<file path="src/rtl/core/first_fit_heap_allocator_defines.svh">
// Assertion macros for the first-fit heap allocator.
// Used by the top level only; needs aclk and aresetn in scope.
`ifndef FIRST_FIT_HEAP_ALLOCATOR_DEFINES_SVH
`define FIRST_FIT_HEAP_ALLOCATOR_DEFINES_SVH

// Assert an implication on every clock edge outside reset.
`define FFA_ASSERT_IMPL(label, cond, prop, msg) \
    label: assert property (@(posedge aclk) disable iff (!aresetn) (cond) |-> (prop)) \
        else $error(msg);

// Assert an implication that must hold in the next cycle.
`define FFA_ASSERT_NEXT(label, cond, prop, msg) \
    label: assert property (@(posedge aclk) disable iff (!aresetn) (cond) |=> (prop)) \
        else $error(msg);

`endif

</file>
<file path="src/rtl/core/ffa_pkg.sv">
// Package for the first-fit heap allocator: sizes, status codes and
// the command/status structs between controller and datapath.
`timescale 1ns / 1ps

package ffa_pkg;
    localparam int unsigned MaxBlocksDef   = 64;
    localparam int unsigned ArenaBytesDef  = 65536;
    localparam int unsigned HeaderBytesDef = 16;

    localparam int unsigned AddrW = 17;

    localparam logic [1:0] ST_OK         = 2'd0;
    localparam logic [1:0] ST_ALLOC_FAIL = 2'd1;
    localparam logic [1:0] ST_UNKNOWN    = 2'd2;
    localparam logic [1:0] ST_DOUBLE     = 2'd3;

    localparam logic CMD_ALLOC = 1'b0;
    localparam logic CMD_FREE  = 1'b1;

    // Datapath operations issued by the controller
    typedef enum logic [3:0] {
        OP_NONE    = 4'd0,
        OP_START   = 4'd1,  // latch request, point at entry 0
        OP_RD      = 4'd2,  // issue read of entry idx
        OP_NEXT    = 4'd3,  // idx++
        OP_ALLOC   = 4'd4,  // mark entry allocated (optionally set size)
        OP_APPEND  = 4'd5,  // write new entry at count
        OP_SH_RD   = 4'd6,  // read entry sh for shifting
        OP_SH_WR   = 4'd7,  // write held entry to sh+/-1
        OP_INS_WR  = 4'd8,  // write split remainder at idx+1
        OP_SETFREE = 4'd9,  // mark idx free
        OP_MERGE   = 4'd10, // add merge size into entry
        OP_RDNB    = 4'd11  // read neighbour
    } ffa_op_t;

    typedef struct packed {
        ffa_op_t    op;
        logic       up;    // shift direction: 1 insert (down to up), 0 remove
        logic       sel;   // operand select for read/merge
    } ffa_cmd_t;

    typedef struct packed {
        logic       is_free;   // registered read: free bit
        logic       fit;       // read entry free and fits
        logic       split;     // fit entry can split
        logic       match;     // read entry start matches address
        logic       at_end;    // idx reached count
        logic       sh_done;   // shifting finished
        logic       zero_req;  // request is zero / null
        logic       app_ok;    // append fits and table not full
        logic       last;      // idx is last entry
        logic       first;     // idx is entry 0
    } ffa_stat_t;
endpackage

</file>
<file path="src/rtl/core/first_fit_heap_allocator.sv">
// First-fit heap allocator with split and coalesce.
//
// Channels: s_ (cmd, req_size, free_address) in, m_ (status,
// payload_address) out, cfg_ writes heap_limit; all valid/ready.
// One result per command. A command walks the block table one entry
// at a time through a table memory with one read and one write port;
// a split or a merge then shifts the entries above it one at a time.
// One command is in flight at a time; the next s_ beat can come in the
// cycle after the m_ beat.
// Reset (aresetn low, synchronous) empties the table, clears the heap
// end and sets heap_limit to 65536. The table itself is not cleared.
// A stalled result holds on m_ until taken; s_ready stays low until
// then. Configuration is to be written by the user only while no
// command is in flight; the block itself does not enforce this.
// Depends on ffa_pkg, ffa_ctrl, ffa_datapath and the defines header.
`timescale 1ns / 1ps
`include "first_fit_heap_allocator_defines.svh"

module first_fit_heap_allocator import ffa_pkg::*; #(
    parameter int unsigned MAX_BLOCKS   = MaxBlocksDef,
    parameter int unsigned ARENA_BYTES  = ArenaBytesDef,
    parameter int unsigned HEADER_BYTES = HeaderBytesDef
) (
    input  logic        aclk,
    input  logic        aresetn,
    input  logic        s_valid,
    output logic        s_ready,
    input  logic        s_cmd,
    input  logic [16:0] s_req_size,
    input  logic [15:0] s_free_address,
    output logic        m_valid,
    input  logic        m_ready,
    output logic [1:0]  m_status,
    output logic [15:0] m_payload_address,
    input  logic        cfg_valid,
    output logic        cfg_ready,
    input  logic [16:0] cfg_data
);
    ffa_cmd_t    dp_cmd;
    ffa_stat_t   dp_stat;
    logic [16:0] heap_limit_reg;

    assign cfg_ready = 1'b1;

    // Capture the heap limit register
    always_ff @(posedge aclk) begin
        if (!aresetn) begin
            heap_limit_reg <= 17'd65536;
        end else if (cfg_valid) begin
            heap_limit_reg <= cfg_data;
        end
    end

    ffa_ctrl u_ctrl (
        .aclk       (aclk),
        .aresetn    (aresetn),
        .in_valid   (s_valid),
        .in_ready   (s_ready),
        .in_cmd     (s_cmd),
        .out_valid  (m_valid),
        .out_ready  (m_ready),
        .out_status (m_status),
        .cmd        (dp_cmd),
        .stat       (dp_stat)
    );

    ffa_datapath #(
        .MAX_BLOCKS   (MAX_BLOCKS),
        .ARENA_BYTES  (ARENA_BYTES),
        .HEADER_BYTES (HEADER_BYTES)
    ) u_dp (
        .aclk       (aclk),
        .aresetn    (aresetn),
        .cmd        (dp_cmd),
        .stat       (dp_stat),
        .req_cmd    (s_cmd),
        .req_size   (s_req_size),
        .req_addr   (s_free_address),
        .heap_limit (heap_limit_reg),
        .res_addr   (m_payload_address)
    );

    `FFA_ASSERT_IMPL(a_no_overlap, m_valid, !s_ready, "accept while result pending")
    `FFA_ASSERT_NEXT(a_hold, m_valid && !m_ready, m_valid && $stable(m_status), "result dropped")
    `FFA_ASSERT_IMPL(a_free_addr0, m_valid && m_status != ST_OK, m_payload_address == 16'd0, "address on failure")
endmodule

</file>
<file path="src/rtl/core/ffa_datapath.sv">
// Datapath of the heap allocator: block table memory, index and shift
// counters, heap end and arithmetic. Depends on ffa_pkg.
`timescale 1ns / 1ps

module ffa_datapath import ffa_pkg::*; #(
    parameter int unsigned MAX_BLOCKS   = MaxBlocksDef,
    parameter int unsigned ARENA_BYTES  = ArenaBytesDef,
    parameter int unsigned HEADER_BYTES = HeaderBytesDef
) (
    input  logic              aclk,
    input  logic              aresetn,
    input  ffa_cmd_t          cmd,
    output ffa_stat_t         stat,
    input  logic              req_cmd,
    input  logic [16:0]       req_size,
    input  logic [15:0]       req_addr,
    input  logic [16:0]       heap_limit,
    output logic [15:0]       res_addr
);
    localparam int unsigned IW = $clog2(MAX_BLOCKS);
    localparam int unsigned CW = $clog2(MAX_BLOCKS + 1);
    localparam int unsigned EW = AddrW + AddrW + 1;
    localparam logic [AddrW-1:0] Hdr  = AddrW'(HEADER_BYTES);
    localparam logic [AddrW-1:0] Lim  = (ARENA_BYTES > ((1 << AddrW) - 1)) ? {AddrW{1'b1}}
                                                                          : AddrW'(ARENA_BYTES);
    localparam logic [CW-1:0]    MaxC = CW'(MAX_BLOCKS);

    // Table memory: {start, size, free}
    logic [EW-1:0] mem [MAX_BLOCKS];
    logic [EW-1:0] rd_reg;
    logic          we;
    logic [IW-1:0] waddr, raddr;
    logic [EW-1:0] wdata;

    logic [CW-1:0]    count_reg, idx_reg, sh_reg;
    logic [AddrW-1:0] heap_end_reg, aligned_reg, msize_reg;
    logic             req_cmd_reg;
    logic             up_reg;
    logic [15:0]      req_addr_reg, res_reg;
    logic [EW-1:0]    hold_reg;

    logic [AddrW-1:0] r_start, r_size;
    logic             r_free;
    logic [AddrW-1:0] aligned, lim_eff;
    logic [AddrW+1:0] need;
    logic [AddrW:0]   split_need;

    assign r_start = rd_reg[EW-1 -: AddrW];
    assign r_size  = rd_reg[AddrW:1];
    assign r_free  = rd_reg[0];
    assign aligned = (req_size + AddrW'(3)) & ~AddrW'(3);
    assign need    = {2'b0, heap_end_reg} + {2'b0, Hdr} + {2'b0, aligned_reg};
    assign lim_eff = (heap_limit < Lim) ? heap_limit : Lim;
    assign split_need = {1'b0, aligned_reg} + {1'b0, Hdr} + (AddrW+1)'(4);

    // Memory port
    always_ff @(posedge aclk) begin
        if (we) begin
            mem[waddr] <= wdata;
        end
        rd_reg <= mem[raddr];
    end

    always_comb begin
        we    = 1'b0;
        waddr = idx_reg[IW-1:0];
        wdata = rd_reg;
        raddr = idx_reg[IW-1:0];
        case (cmd.op)
            OP_RD: begin
                raddr = idx_reg[IW-1:0];
            end
            OP_RDNB: begin
                raddr = cmd.sel ? IW'(idx_reg - CW'(1)) : IW'(idx_reg + CW'(1));
            end
            OP_SH_RD: begin
                raddr = sh_reg[IW-1:0];
            end
            OP_SH_WR: begin
                we    = 1'b1;
                waddr = cmd.up ? IW'(sh_reg + CW'(1)) : IW'(sh_reg - CW'(1));
                wdata = rd_reg;
            end
            OP_ALLOC: begin
                we    = 1'b1;
                wdata = {r_start, (cmd.sel ? aligned_reg : r_size), 1'b0};
            end
            OP_INS_WR: begin
                we    = 1'b1;
                waddr = IW'(idx_reg + CW'(1));
                wdata = hold_reg;
            end
            OP_APPEND: begin
                we    = 1'b1;
                waddr = count_reg[IW-1:0];
                wdata = {heap_end_reg, aligned_reg, 1'b0};
            end
            OP_SETFREE: begin
                we    = 1'b1;
                wdata = {hold_reg[EW-1 -: AddrW], msize_reg, 1'b1};
            end
            OP_MERGE: begin
                we    = 1'b1;
                waddr = cmd.sel ? IW'(idx_reg - CW'(1)) : idx_reg[IW-1:0];
                wdata = {(cmd.sel ? r_start : hold_reg[EW-1 -: AddrW]),
                         (cmd.sel ? r_size : msize_reg) + Hdr +
                         (cmd.sel ? msize_reg : r_size), 1'b1};
            end
            default: begin
                we = 1'b0;
            end
        endcase
    end

    // Control registers: count, heap end
    always_ff @(posedge aclk) begin
        if (!aresetn) begin
            count_reg    <= '0;
            heap_end_reg <= '0;
        end else begin
            case (cmd.op)
                OP_APPEND: begin
                    count_reg    <= count_reg + CW'(1);
                    heap_end_reg <= need[AddrW-1:0];
                end
                OP_INS_WR: begin
                    count_reg <= count_reg + CW'(1);
                end
                OP_MERGE: begin
                    count_reg <= count_reg - CW'(1);
                end
                default: begin
                    count_reg <= count_reg;
                end
            endcase
        end
    end

    // Working registers
    always_ff @(posedge aclk) begin
        case (cmd.op)
            OP_START: begin
                idx_reg      <= '0;
                aligned_reg  <= aligned;
                req_cmd_reg  <= req_cmd;
                req_addr_reg <= req_addr;
                res_reg      <= '0;
            end
            OP_NEXT: begin
                idx_reg <= idx_reg + CW'(1);
            end
            OP_ALLOC: begin
                res_reg   <= 16'(r_start + Hdr);
                // remainder entry for a split, and the shift start point
                hold_reg  <= {r_start + Hdr + aligned_reg,
                              r_size - aligned_reg - Hdr, 1'b1};
                sh_reg    <= count_reg - CW'(1);
                up_reg    <= 1'b1;
            end
            OP_APPEND: begin
                res_reg <= 16'(heap_end_reg + Hdr);
            end
            OP_SETFREE: begin
                res_reg <= '0;
            end
            OP_SH_WR: begin
                sh_reg <= cmd.up ? sh_reg - CW'(1) : sh_reg + CW'(1);
            end
            OP_RDNB: begin
                // entering a merge: latch current entry
                if (!cmd.sel) begin
                    hold_reg  <= rd_reg;
                    msize_reg <= r_size;
                end
            end
            OP_MERGE: begin
                up_reg <= 1'b0;
                if (cmd.sel) begin
                    idx_reg   <= idx_reg - CW'(1);
                    msize_reg <= r_size + Hdr + msize_reg;
                    sh_reg    <= idx_reg + CW'(1);
                end else begin
                    msize_reg <= msize_reg + Hdr + r_size;
                    sh_reg    <= idx_reg + CW'(2);
                end
            end
            default: begin
                idx_reg <= idx_reg;
            end
        endcase
    end

    assign res_addr = res_reg;

    // Status to the controller
    always_comb begin
        stat.is_free  = r_free;
        stat.fit      = r_free && (r_size >= aligned_reg);
        stat.split    = ({1'b0, r_size} >= split_need) && (count_reg < MaxC);
        stat.match    = ({1'b0, r_start} + {1'b0, Hdr}) == {2'b0, req_addr_reg};
        stat.at_end   = idx_reg >= count_reg;
        stat.sh_done  = up_reg ? (sh_reg == idx_reg) || (sh_reg < idx_reg + CW'(1))
                               : (sh_reg > count_reg);
        stat.zero_req = req_cmd_reg ? (req_addr_reg == 16'd0) : (aligned_reg == '0);
        stat.app_ok   = (count_reg < MaxC) && (need <= {2'b0, lim_eff});
        stat.last     = (idx_reg + CW'(1)) >= count_reg;
        stat.first    = idx_reg == '0;
    end
endmodule

</file>
<file path="src/rtl/core/ffa_ctrl.sv">
// Controller of the heap allocator: sequences search, split, append,
// free and merge steps. Depends on ffa_pkg.
`timescale 1ns / 1ps

module ffa_ctrl import ffa_pkg::*; (
    input  logic       aclk,
    input  logic       aresetn,
    input  logic       in_valid,
    output logic       in_ready,
    input  logic       in_cmd,
    output logic       out_valid,
    input  logic       out_ready,
    output logic [1:0] out_status,
    output ffa_cmd_t   cmd,
    input  ffa_stat_t  stat
);
    typedef enum logic [14:0] {
        S_IDLE   = 15'b000000000000001,
        S_CHECK  = 15'b000000000000010,
        S_RD     = 15'b000000000000100,
        S_EVAL   = 15'b000000000001000,
        S_SHRD   = 15'b000000000010000,
        S_SHWR   = 15'b000000000100000,
        S_INS    = 15'b000000001000000,
        S_APPEND = 15'b000000010000000,
        S_FREE   = 15'b000000100000000,
        S_RDN    = 15'b000001000000000,
        S_RDP    = 15'b000010000000000,
        S_EVP    = 15'b000100000000000,
        S_RMRD   = 15'b001000000000000,
        S_RMWR   = 15'b010000000000000,
        S_DONE   = 15'b100000000000000
    } state_t;

    state_t     state_reg, state_next;
    logic       op_free_reg, op_free_next;
    logic       prev_reg, prev_next;
    logic [1:0] st_reg, st_next;

    assign in_ready   = (state_reg == S_IDLE);
    assign out_valid  = (state_reg == S_DONE);
    assign out_status = st_reg;

    always_ff @(posedge aclk) begin
        if (!aresetn) begin
            state_reg   <= S_IDLE;
            op_free_reg <= 1'b0;
            prev_reg    <= 1'b0;
            st_reg      <= ST_OK;
        end else begin
            state_reg   <= state_next;
            op_free_reg <= op_free_next;
            prev_reg    <= prev_next;
            st_reg      <= st_next;
        end
    end

    // Sequence one command: search pass, then insert shifting, append, or free and merge shifting
    always_comb begin
        state_next   = state_reg;
        op_free_next = op_free_reg;
        prev_next    = prev_reg;
        st_next      = st_reg;
        cmd          = '{op: OP_NONE, up: 1'b0, sel: 1'b0};
        case (state_reg)
            S_IDLE: begin
                if (in_valid) begin
                    cmd.op       = OP_START;
                    op_free_next = (in_cmd == CMD_FREE);
                    st_next      = ST_OK;
                    state_next   = S_CHECK;
                end
            end
            S_CHECK: begin
                if (stat.zero_req) begin
                    st_next    = op_free_reg ? ST_OK : ST_ALLOC_FAIL;
                    state_next = S_DONE;
                end else begin
                    state_next = S_RD;
                end
            end
            S_RD: begin
                if (stat.at_end) begin
                    if (op_free_reg) begin
                        st_next    = ST_UNKNOWN;
                        state_next = S_DONE;
                    end else begin
                        state_next = S_APPEND;
                    end
                end else begin
                    cmd.op     = OP_RD;
                    state_next = S_EVAL;
                end
            end
            S_EVAL: begin
                if (op_free_reg) begin
                    if (stat.match) begin
                        if (stat.is_free) begin
                            st_next    = ST_DOUBLE;
                            state_next = S_DONE;
                        end else begin
                            cmd.op     = OP_RDNB;
                            state_next = S_RDN;
                        end
                    end else begin
                        cmd.op     = OP_NEXT;
                        state_next = S_RD;
                    end
                end else if (stat.fit) begin
                    cmd.op     = OP_ALLOC;
                    cmd.sel    = stat.split;
                    state_next = stat.split ? S_SHRD : S_DONE;
                end else begin
                    cmd.op     = OP_NEXT;
                    state_next = S_RD;
                end
            end
            S_SHRD: begin
                // move entries above idx up by one, top first
                if (stat.sh_done) begin
                    state_next = S_INS;
                end else begin
                    cmd.op     = OP_SH_RD;
                    cmd.up     = 1'b1;
                    state_next = S_SHWR;
                end
            end
            S_SHWR: begin
                cmd.op     = OP_SH_WR;
                cmd.up     = 1'b1;
                state_next = S_SHRD;
            end
            S_INS: begin
                cmd.op     = OP_INS_WR;
                state_next = S_DONE;
            end
            S_APPEND: begin
                if (stat.app_ok) begin
                    cmd.op = OP_APPEND;
                end else begin
                    st_next = ST_ALLOC_FAIL;
                end
                state_next = S_DONE;
            end
            S_RDN: begin
                // neighbour after idx is now in the read register
                prev_next = 1'b0;
                if (stat.last) begin
                    state_next = S_FREE;
                end else if (stat.is_free) begin
                    cmd.op     = OP_MERGE;
                    state_next = S_RMRD;
                end else begin
                    state_next = S_FREE;
                end
            end
            S_FREE: begin
                cmd.op     = OP_SETFREE;
                state_next = stat.first ? S_DONE : S_RDP;
            end
            S_RDP: begin
                cmd.op     = OP_RDNB;
                cmd.sel    = 1'b1;
                state_next = S_EVP;
            end
            S_EVP: begin
                if (stat.is_free) begin
                    cmd.op     = OP_MERGE;
                    cmd.sel    = 1'b1;
                    prev_next  = 1'b1;
                    state_next = S_RMRD;
                end else begin
                    state_next = S_DONE;
                end
            end
            S_RMRD: begin
                // close the gap left by the merged entry, bottom first
                if (stat.sh_done) begin
                    state_next = prev_reg ? S_DONE : (stat.first ? S_DONE : S_RDP);
                end else begin
                    cmd.op     = OP_SH_RD;
                    state_next = S_RMWR;
                end
            end
            S_RMWR: begin
                cmd.op     = OP_SH_WR;
                state_next = S_RMRD;
            end
            S_DONE: begin
                if (out_ready) begin
                    state_next = S_IDLE;
                end
            end
            default: begin
                state_next = S_IDLE;
            end
        endcase
    end
endmodule

</file>
<file path="config.mk">
export PLATFORM = sky130hd
export DESIGN_NAME = first_fit_heap_allocator
export DESIGN_NICKNAME = d
export VERILOG_FILES = /design/src/rtl/core/ffa_pkg.sv /design/src/rtl/core/first_fit_heap_allocator.sv /design/src/rtl/core/ffa_datapath.sv /design/src/rtl/core/ffa_ctrl.sv
export VERILOG_INCLUDE_DIRS = /design/src /design/src/rtl/core
export SDC_FILE = /design/constraint.sdc
export NUM_CORES = 2
export LEC_CHECK = 0
export BUFFER_PORTS_ARGS = -buffer_cell sky130_fd_sc_hd__buf_2
export CAP_MARGIN = 20
export CORE_MARGIN = 2
export CORE_UTILIZATION = 50
export DETAILED_ROUTE_END_ITERATION = 10
export HOLD_SLACK_MARGIN = 0.06
export PLACE_DENSITY = 0.67
export SYNTH_ARGS = -nofsm -noshare
export SYNTH_HDL_FRONTEND = slang
export SYNTH_SLANG_ARGS = --single-unit
</file>
<file path="constraint.sdc">
create_clock -name aclk -period 11.2 [get_ports aclk]
set_input_delay 3.36 -clock aclk [delete_from_list [all_inputs] [get_ports aclk]]
set_output_delay 3.36 -clock aclk [all_outputs]
set_load 0.02 [all_outputs]
</file>
After elaboration in Yosys (flattened, before gate mapping):

Memories as Yosys holds them, arrays and structs flattened. A register that Yosys moved wholly into a read port is not among the register bits.
Cells that the tools add are included.

* flip-flop bits (word level): 175
* bits in writable memories: 2240
* input bits: 56
* output and inout bits: 21
* word-level logic and storage cells: 191
* memories kept: 1

Memories
* u_dp.mem: depth 64, bits a word 35, rd ports 1, clocked after memory_dff 1, write ports 1, RTL line ffa_datapath.sv:29 `logic [EW-1:0] mem [MAX_BLOCKS];`

* add/subtract/negate cells: 24
* $lt $le $gt $ge: 9
* eq/ne operators: 39
* muxes and demuxes: 75
* reduce and logical (&&, ||, !) cells: 27

Operators by type and width (number)
* $mux W15: 15
* $pmux W15 S14: 1
* $pmux W35 S5: 1
* $mux W17: 6
* $pmux W35 S2: 1
* $add A17 B17 Y17: 4
* $add A17 B5 Y17 const B: 4
* $add A17 B5 Y18 const B: 3
* $pmux W16 S3: 1
* $pmux W4 S12: 1
* $pmux W7 S3: 2
* $mux W35: 1
* $pmux W17 S2: 1
* $mux W7: 4
* $mux W4: 6
* $pmux W6 S4: 1
* $add A7 B1 Y7 const B: 3
* $sub A7 B1 Y7 const B: 3
* $add A19 B17 Y19: 1
* $le A19 B17 Y1: 1
* $add A18 B3 Y18 const B: 1
* $eq A18 B16 Y1: 1
* $ge A17 B18 Y1: 1
* $mux W2: 9
* other kinds (54): 102

Logic depth before layout (Yosys ltp):

* depth after elaboration: 11
* mapped depth: 34
* gate-level depth less buffers: 29

Cells and area by module:

From an unflattened synthesis, not the netlist that was laid out.

* cell total of the unflattened synthesis: 8260
* area total of the unflattened synthesis: 104674.1 µm²

Modules (own cells, without submodules)
* ffa_datapath: times used 1, cells an instance 8013, area an instance 102509.6 µm², seq. area each 71858.9 µm²
* ffa_ctrl: times used 1, cells an instance 191, area an instance 1503.9 µm², seq. area each 380.4 µm²
* first_fit_heap_allocator: times used 1, cells an instance 56, area an instance 660.6 µm², seq. area each 340.3 µm²

Least setup slack after synthesis:

OpenSTA, ideal clock, no wires.

* path type: input port to flip-flop
* start point: input s_valid
* end point: register u_dp.rd_reg[14] (read register of u_dp.mem)
* library setup time: 127 ps
* arrival: 8275 ps
* slack: 2798 ps
* cell stages on the path: 14
* cell sequence: inv_1 -> nor3_1 -> or3_1 -> a21o_1 -> a22o_1 -> nor2b_1 -> a211o_1 -> or3_1 -> clkbuf_1 -> clkbuf_1 -> a21oi_1 -> nor4_1 -> o221ai_1 -> or3_1

* cells in the longest elaborated chain, start to end: 4
* elaborated cells between the ends (all ways): 5
* classes of those cells: 2 x eq/ne; 3 x mux

Ends and longest elaborated chain
* start, declared: RTL line first_fit_heap_allocator.sv:26 `input logic s_valid,`
* $mux W1 (*): RTL line ffa_ctrl.sv:67 `if (in_valid) begin`
* $pmux W4 S12 (*): RTL line ffa_ctrl.sv:65 `case (state_reg)`
* $eq A4 B3 Y1 or $eq A4 B4 Y1 (tied branches): RTL line ffa_datapath.sv:69 `case (cmd.op)`
* $pmux W6 S2 (*): RTL line ffa_datapath.sv:69
* end, declared: RTL line ffa_datapath.sv:30 `logic [EW-1:0] rd_reg;`

Mark *: on every way between the ends. The rest lies on a longest branch, timed or not.
A chain may end at the register's enable or synchronous reset.

Final worst setup path:

* start point: register u_dp.aligned_reg[2]
* end point: register u_dp.rd_reg[29] (read register of u_dp.mem)

* elaborated cells between the ends (all ways): 20
* classes of those cells: 3 x add/sub; 3 x order compare; 2 x eq/ne; 9 x mux; 3 x reduce/logical

RTL lines
* start, declared: RTL line ffa_datapath.sv:36 `logic [AddrW-1:0] heap_end_reg, aligned_reg, msize_reg;`
* start signal, assigned: RTL line ffa_datapath.sv:144 `aligned_reg <= aligned;`
* $add A19 B17 Y19 (*): RTL line ffa_datapath.sv:52 `assign need = {2'b0, heap_end_reg} + {2'b0, Hdr} + {2'b0, aligned_reg};`
* named net u_dp.need[16]: RTL line ffa_datapath.sv:45 `logic [AddrW+1:0] need;`
* $le A19 B17 Y1 (*): RTL line ffa_datapath.sv:205 `stat.app_ok = (count_reg < MaxC) && (need <= {2'b0, lim_eff});`
* $logic_and A1 B1 Y1 (*): RTL line ffa_datapath.sv:205
* $mux W3 (*): RTL line ffa_ctrl.sv:138 `if (stat.app_ok) begin`
* $pmux W4 S12 (*): RTL line ffa_ctrl.sv:65
* $eq A4 B3 Y1 or $eq A4 B4 Y1 (tied branches): RTL line ffa_datapath.sv:69
* $pmux W6 S2 (*): RTL line ffa_datapath.sv:69

Mark *: on every way through the listed nets, which the timed path passes. The rest lies on a longest branch.

==> summary by stage <==
Global routing
For this run the aggregate overflow at the end of global routing stands at 0. For this run, the total global-route usage over all layers was measured as 0.2907. The first global-routing pass estimated 448.1 mm of wire. The number of antenna violations at the first check in global routing is 22. Entering global routing, the biggest net connects 130 pins. The via count of the first global-routing pass is 64340.

Clock network
Counting the buffers created by CTS gives 238. The number of setup buffers added after CTS is 0. In this run the deepest clock path goes through 3 buffers. At the later pin of the worst-skew pair, clock insertion delay measures 0.91 ns.

TritonCTS built the clock tree. The clock net in this run drives a total of 2448 sinks. Gates resized during post-CTS repair numbered 0. The clock-pin transition on the worst setup and hold timing paths is 0.06 ns. The number of buffers added to fix hold violations after cts is 0. The cell at the root of the clock tree is sky130_fd_sc_hd__clkbuf_16. In this run the number of H-tree levels came out at 4.

Routing
The count of nets left with antenna violations once routing finished came out at 0. In the routed design, unresolved DRC markers number 0. Dividing the detail-routed wire length by the instance count gives 29.38 um. The count of TritonRoute iterations in the first routing pass is 6. In the routed layout, each cell is associated on average with a via count of 6.399. The total via count after detailed routing is 67920. The final layout contains routed wiring with a total length of 311.8 mm.

The DRC marker count from the first detailed-route iteration is between 9000 and 10000.

Cells and area
The fraction of final layout cells with drive strength greater than 1 is 0.1016. The area growth from synthesis to layout is 12.06%. At the end of the flow, the number of nets in the layout was approximately 7900. Counting the fill cells in the layout gives 15980. The register with the most flip-flops in the layout has 2240 of them.

Yosys
The multiplexer area fraction after synthesis is 0.03566. The post-synthesis instance total is 7628. The unique cell type count in the Yosys netlist is a little over 80.

The sequential cell area fraction in the yosys report is 0.7022. The synthesized design spends more area on one cell type than any other, namely sky130_fd_sc_hd__edfxtp_1. The mean area per synthesized cell is 13.55 um^2. The fraction of synthesized cell area in xor and xnor cells is 0.01405. The yosys synthesis warning count is 0. The largest family of logic cells by synthesized area is simple AND/OR/NAND/NOR gates. Counting flops with an async set or reset pin after synthesis yields a share of 0. The simple-gate area share of the yosys netlist is 0.1063. The share of the synthesized area in the top cell type is 0.6842. The number of synthesized register bits is about 2400.

Of the total synthesized cell area, the portion taken by full adders, half adders and majority gates is 0.02244. For this run, the leading register cell type out of synthesis is sky130_fd_sc_hd__edfxtp_1. The complex-gate fraction of the synthesized area is 0.09350. The number of flops mapped to enable cells by yosys is 2355. The synthesized netlist occupies a cell area of 103400 um^2. The number of nets handed over by synthesis was ~7900. In the post-synthesis netlist, the biggest area contributors are sky130_fd_sc_hd__edfxtp_1 (68%), sky130_fd_sc_hd__nand2_1 (5.2%), sky130_fd_sc_hd__mux2i_1 (3.5%), sky130_fd_sc_hd__ha_1 (2.2%), sky130_fd_sc_hd__dfxtp_1 (1.8%).

Timing
The final-report setup violation count is 0. Between clock sinks in the finished design, the worst skew comes to 0.07031 ns. The highest clock frequency the design can meet is 107.0 MHz. The number of hold violations in the final report was 0. The post-route worst hold slack is 0.5046 ns.

The shortest period the worst path allows is 9.348 ns. Of the available clock period, the critical path in the final layout requires 0.8346. The relative max-transition margin is 0.03763.

Setup slack on the critical path of the routed design comes to roughly 1.9 ns. Setup repair after global routing left no endpoint under its margin. The total negative setup slack is 0 ns. The final number of max-transition violations is 0.

At the pin with the least slew margin, the transition time is around 1.4 ns.

Setup path
The start point of the critical path is u_dp.aligned_reg[2]. The critical path contains buffers and inverters numbering 2 combined. The capturing point of the worst reg2reg path is u_dp.rd_reg[29]. Across all register-to-register paths, the minimum setup slack is 1.85 ns.

In this run the worst path has a maximum fanout of 56. The worst endpoint data arrival time is 10.12 ns. For this design, the slowest cell found on the critical path is sky130_fd_sc_hd__or3_2. Among cell families on the critical path, the largest total delay comes from compound AO/OA/AOI/OAI gates. The start-to-end type of the worst setup path is reg -> reg.

The startpoint type of the worst setup path is a register. The number of cells on the worst reg-to-reg path is 28. The type of element capturing the critical path is a register. In this run the critical register-to-register path is launched from u_dp.aligned_reg[2].

The library cell appearing most often on the critical path is sky130_fd_sc_hd__a21oi_1. On the worst path, the slowest cell contributes a delay of between 0.7 and 0.8 ns. STA puts the critical path data required time at about 12 ns.

Hold path
The hold path startpoint is heap_limit_reg[1]. In this run the worst hold path is classified as reg -> reg. The terminating pin of the worst hold path is heap_limit_reg[1]. The worst hold path depth is 2.

Die
The I/O pin count is 77. The core area is 205000 um^2. The y dimension of the die is roughly 460 um.

The floorplan step set the die width to 458.7 um. The initial core utilization is 0.5042. The area enclosed by the die boundary is 210400 um^2.

The floorplan has 166 rows.

Power
The total power per unit cell area is between 150 and 200 nW/um^2. Summed over all cells, the static leakage comes to between 0.04 and 0.05 uW. The maximum vdd drop is 187.9 uV. The post-layout total power is 21570 uW.

Place
During placement, the flow inserted port buffers numbering 75. Routability-driven placement finished with a final weighted congestion of 0.9041. The pre-CTS setup slack is 1.967 ns. The HPWL after detailed placement is 185.3 mm.

Flow run
The max-capacitance violation count is 0.

Status
The run finished with clean final reports.
how the worst max path moves through the flow:
stage | end | slack (ns) | depth (start not counted)
after floorplan | u_dp.rd_reg[14] | 2.80 | 14
final | u_dp.rd_reg[29] | 1.85 | 28
after CTS | u_dp.rd_reg[29] | 2.00 | 28
after global routing | u_dp.mem[26][4] | 1.36 | 25
after detailed placement | u_dp.rd_reg[29] | 1.97 | 16
after global placement | u_dp.rd_reg[32] | 1.51 | 30
synthesized netlist by cell type, types with 155 or more instances:
cell                       instances
sky130_fd_sc_hd__nand2_1        1442
sky130_fd_sc_hd__a211oi_1        202
sky130_fd_sc_hd__nor2_1          192
sky130_fd_sc_hd__nand3_1         285
sky130_fd_sc_hd__a311oi_1        155
sky130_fd_sc_hd__a21oi_1         178
sky130_fd_sc_hd__ha_1            179
sky130_fd_sc_hd__clkbuf_1        272
sky130_fd_sc_hd__edfxtp_1       2355
sky130_fd_sc_hd__mux2i_1         366
sky130_fd_sc_hd__and3_1          245
sky130_fd_sc_hd__o21ai_0         204
through the flow:
step                      area (um^2)  cells  utilization
after floorplan                103400   7628            -
after detailed placement       107900  10140       0.5263
after global placement         107700  10130       0.5252
after CTS                      115700  10590       0.5643
final                          115800  10610       0.5650
after global routing           115800  10610       0.5650
cell type report:
class / instances / area (um^2) / share of cell area
sequential: 2448 / 72580 / 0.6266
antenna: 13 / 32.53 / 0.0002809
inverter: 124 / 465.4 / 0.004018
clock inverter: 126 / 1315 / 0.01135
multi-input combinational: 4572 / 28930 / 0.2497
tap: 2688 / 3363 / 0.02904
clock buffer: 322 / 6491 / 0.05604
timing repair buffer: 320 / 2655 / 0.02292
worst min-delay path: stages (launching register included):
cell                      delay, ns
sky130_fd_sc_hd__dfxtp_1       0.33
sky130_fd_sc_hd__mux2i_1       0.07
sky130_fd_sc_hd__nor2_1        0.08
report_power, final:
part	leakage, uW	internal (uW)	switching [uW]	total, uW
combinational	0.0144	713	2040	2760
clock	0.00380	4510	3480	7990
sequential	0.0221	10600	173	10800
total	0.0403	15900	5700	21600
layer usage:
| metal | GRT usage | wire length [um] |
|---|---|---|
| met5 | 0 | 92 |
| met4 | 0.1228 | 13630 |
| met3 | 0.05550 | 34110 |
| met2 | 0.4486 | 142700 |
| met1 | 0.4052 | 121200 |
cells by family (layout without fill, tap and decap cells):
logic type / after synthesis / in the layout
fa+ha+maj: 183 / 183
mux: 368 / 368
flops: 2448 / 2448
other cells: 1 / 14
buf+inv: 608 / 892
xor+xnor: 165 / 165
compound gates: 1401 / 1401
simple gates: 2454 / 2454
placed cells by master (no fill, tap or decap), types with 93 or more instances in the layout:
| master | n |
|---|---|
| sky130_fd_sc_hd__a211oi_1 | 202 |
| sky130_fd_sc_hd__a21oi_1 | 168 |
| sky130_fd_sc_hd__a311oi_1 | 155 |
| sky130_fd_sc_hd__a31oi_1 | 146 |
| sky130_fd_sc_hd__and3_1 | 245 |
| sky130_fd_sc_hd__buf_4 | 205 |
| sky130_fd_sc_hd__clkbuf_16 | 238 |
| sky130_fd_sc_hd__dfxtp_1 | 93 |
| sky130_fd_sc_hd__edfxtp_1 | 2355 |
| sky130_fd_sc_hd__ha_1 | 179 |
| sky130_fd_sc_hd__inv_1 | 123 |
| sky130_fd_sc_hd__mux2i_1 | 366 |
| sky130_fd_sc_hd__nand2_1 | 1424 |
| sky130_fd_sc_hd__nand3_1 | 283 |
| sky130_fd_sc_hd__nor2_1 | 123 |
| sky130_fd_sc_hd__o21ai_0 | 199 |
| sky130_fd_sc_hd__o22ai_1 | 137 |
| sky130_fd_sc_hd__xnor2_1 | 110 |
No activity file was read; power rests on OpenSTA's default activity.
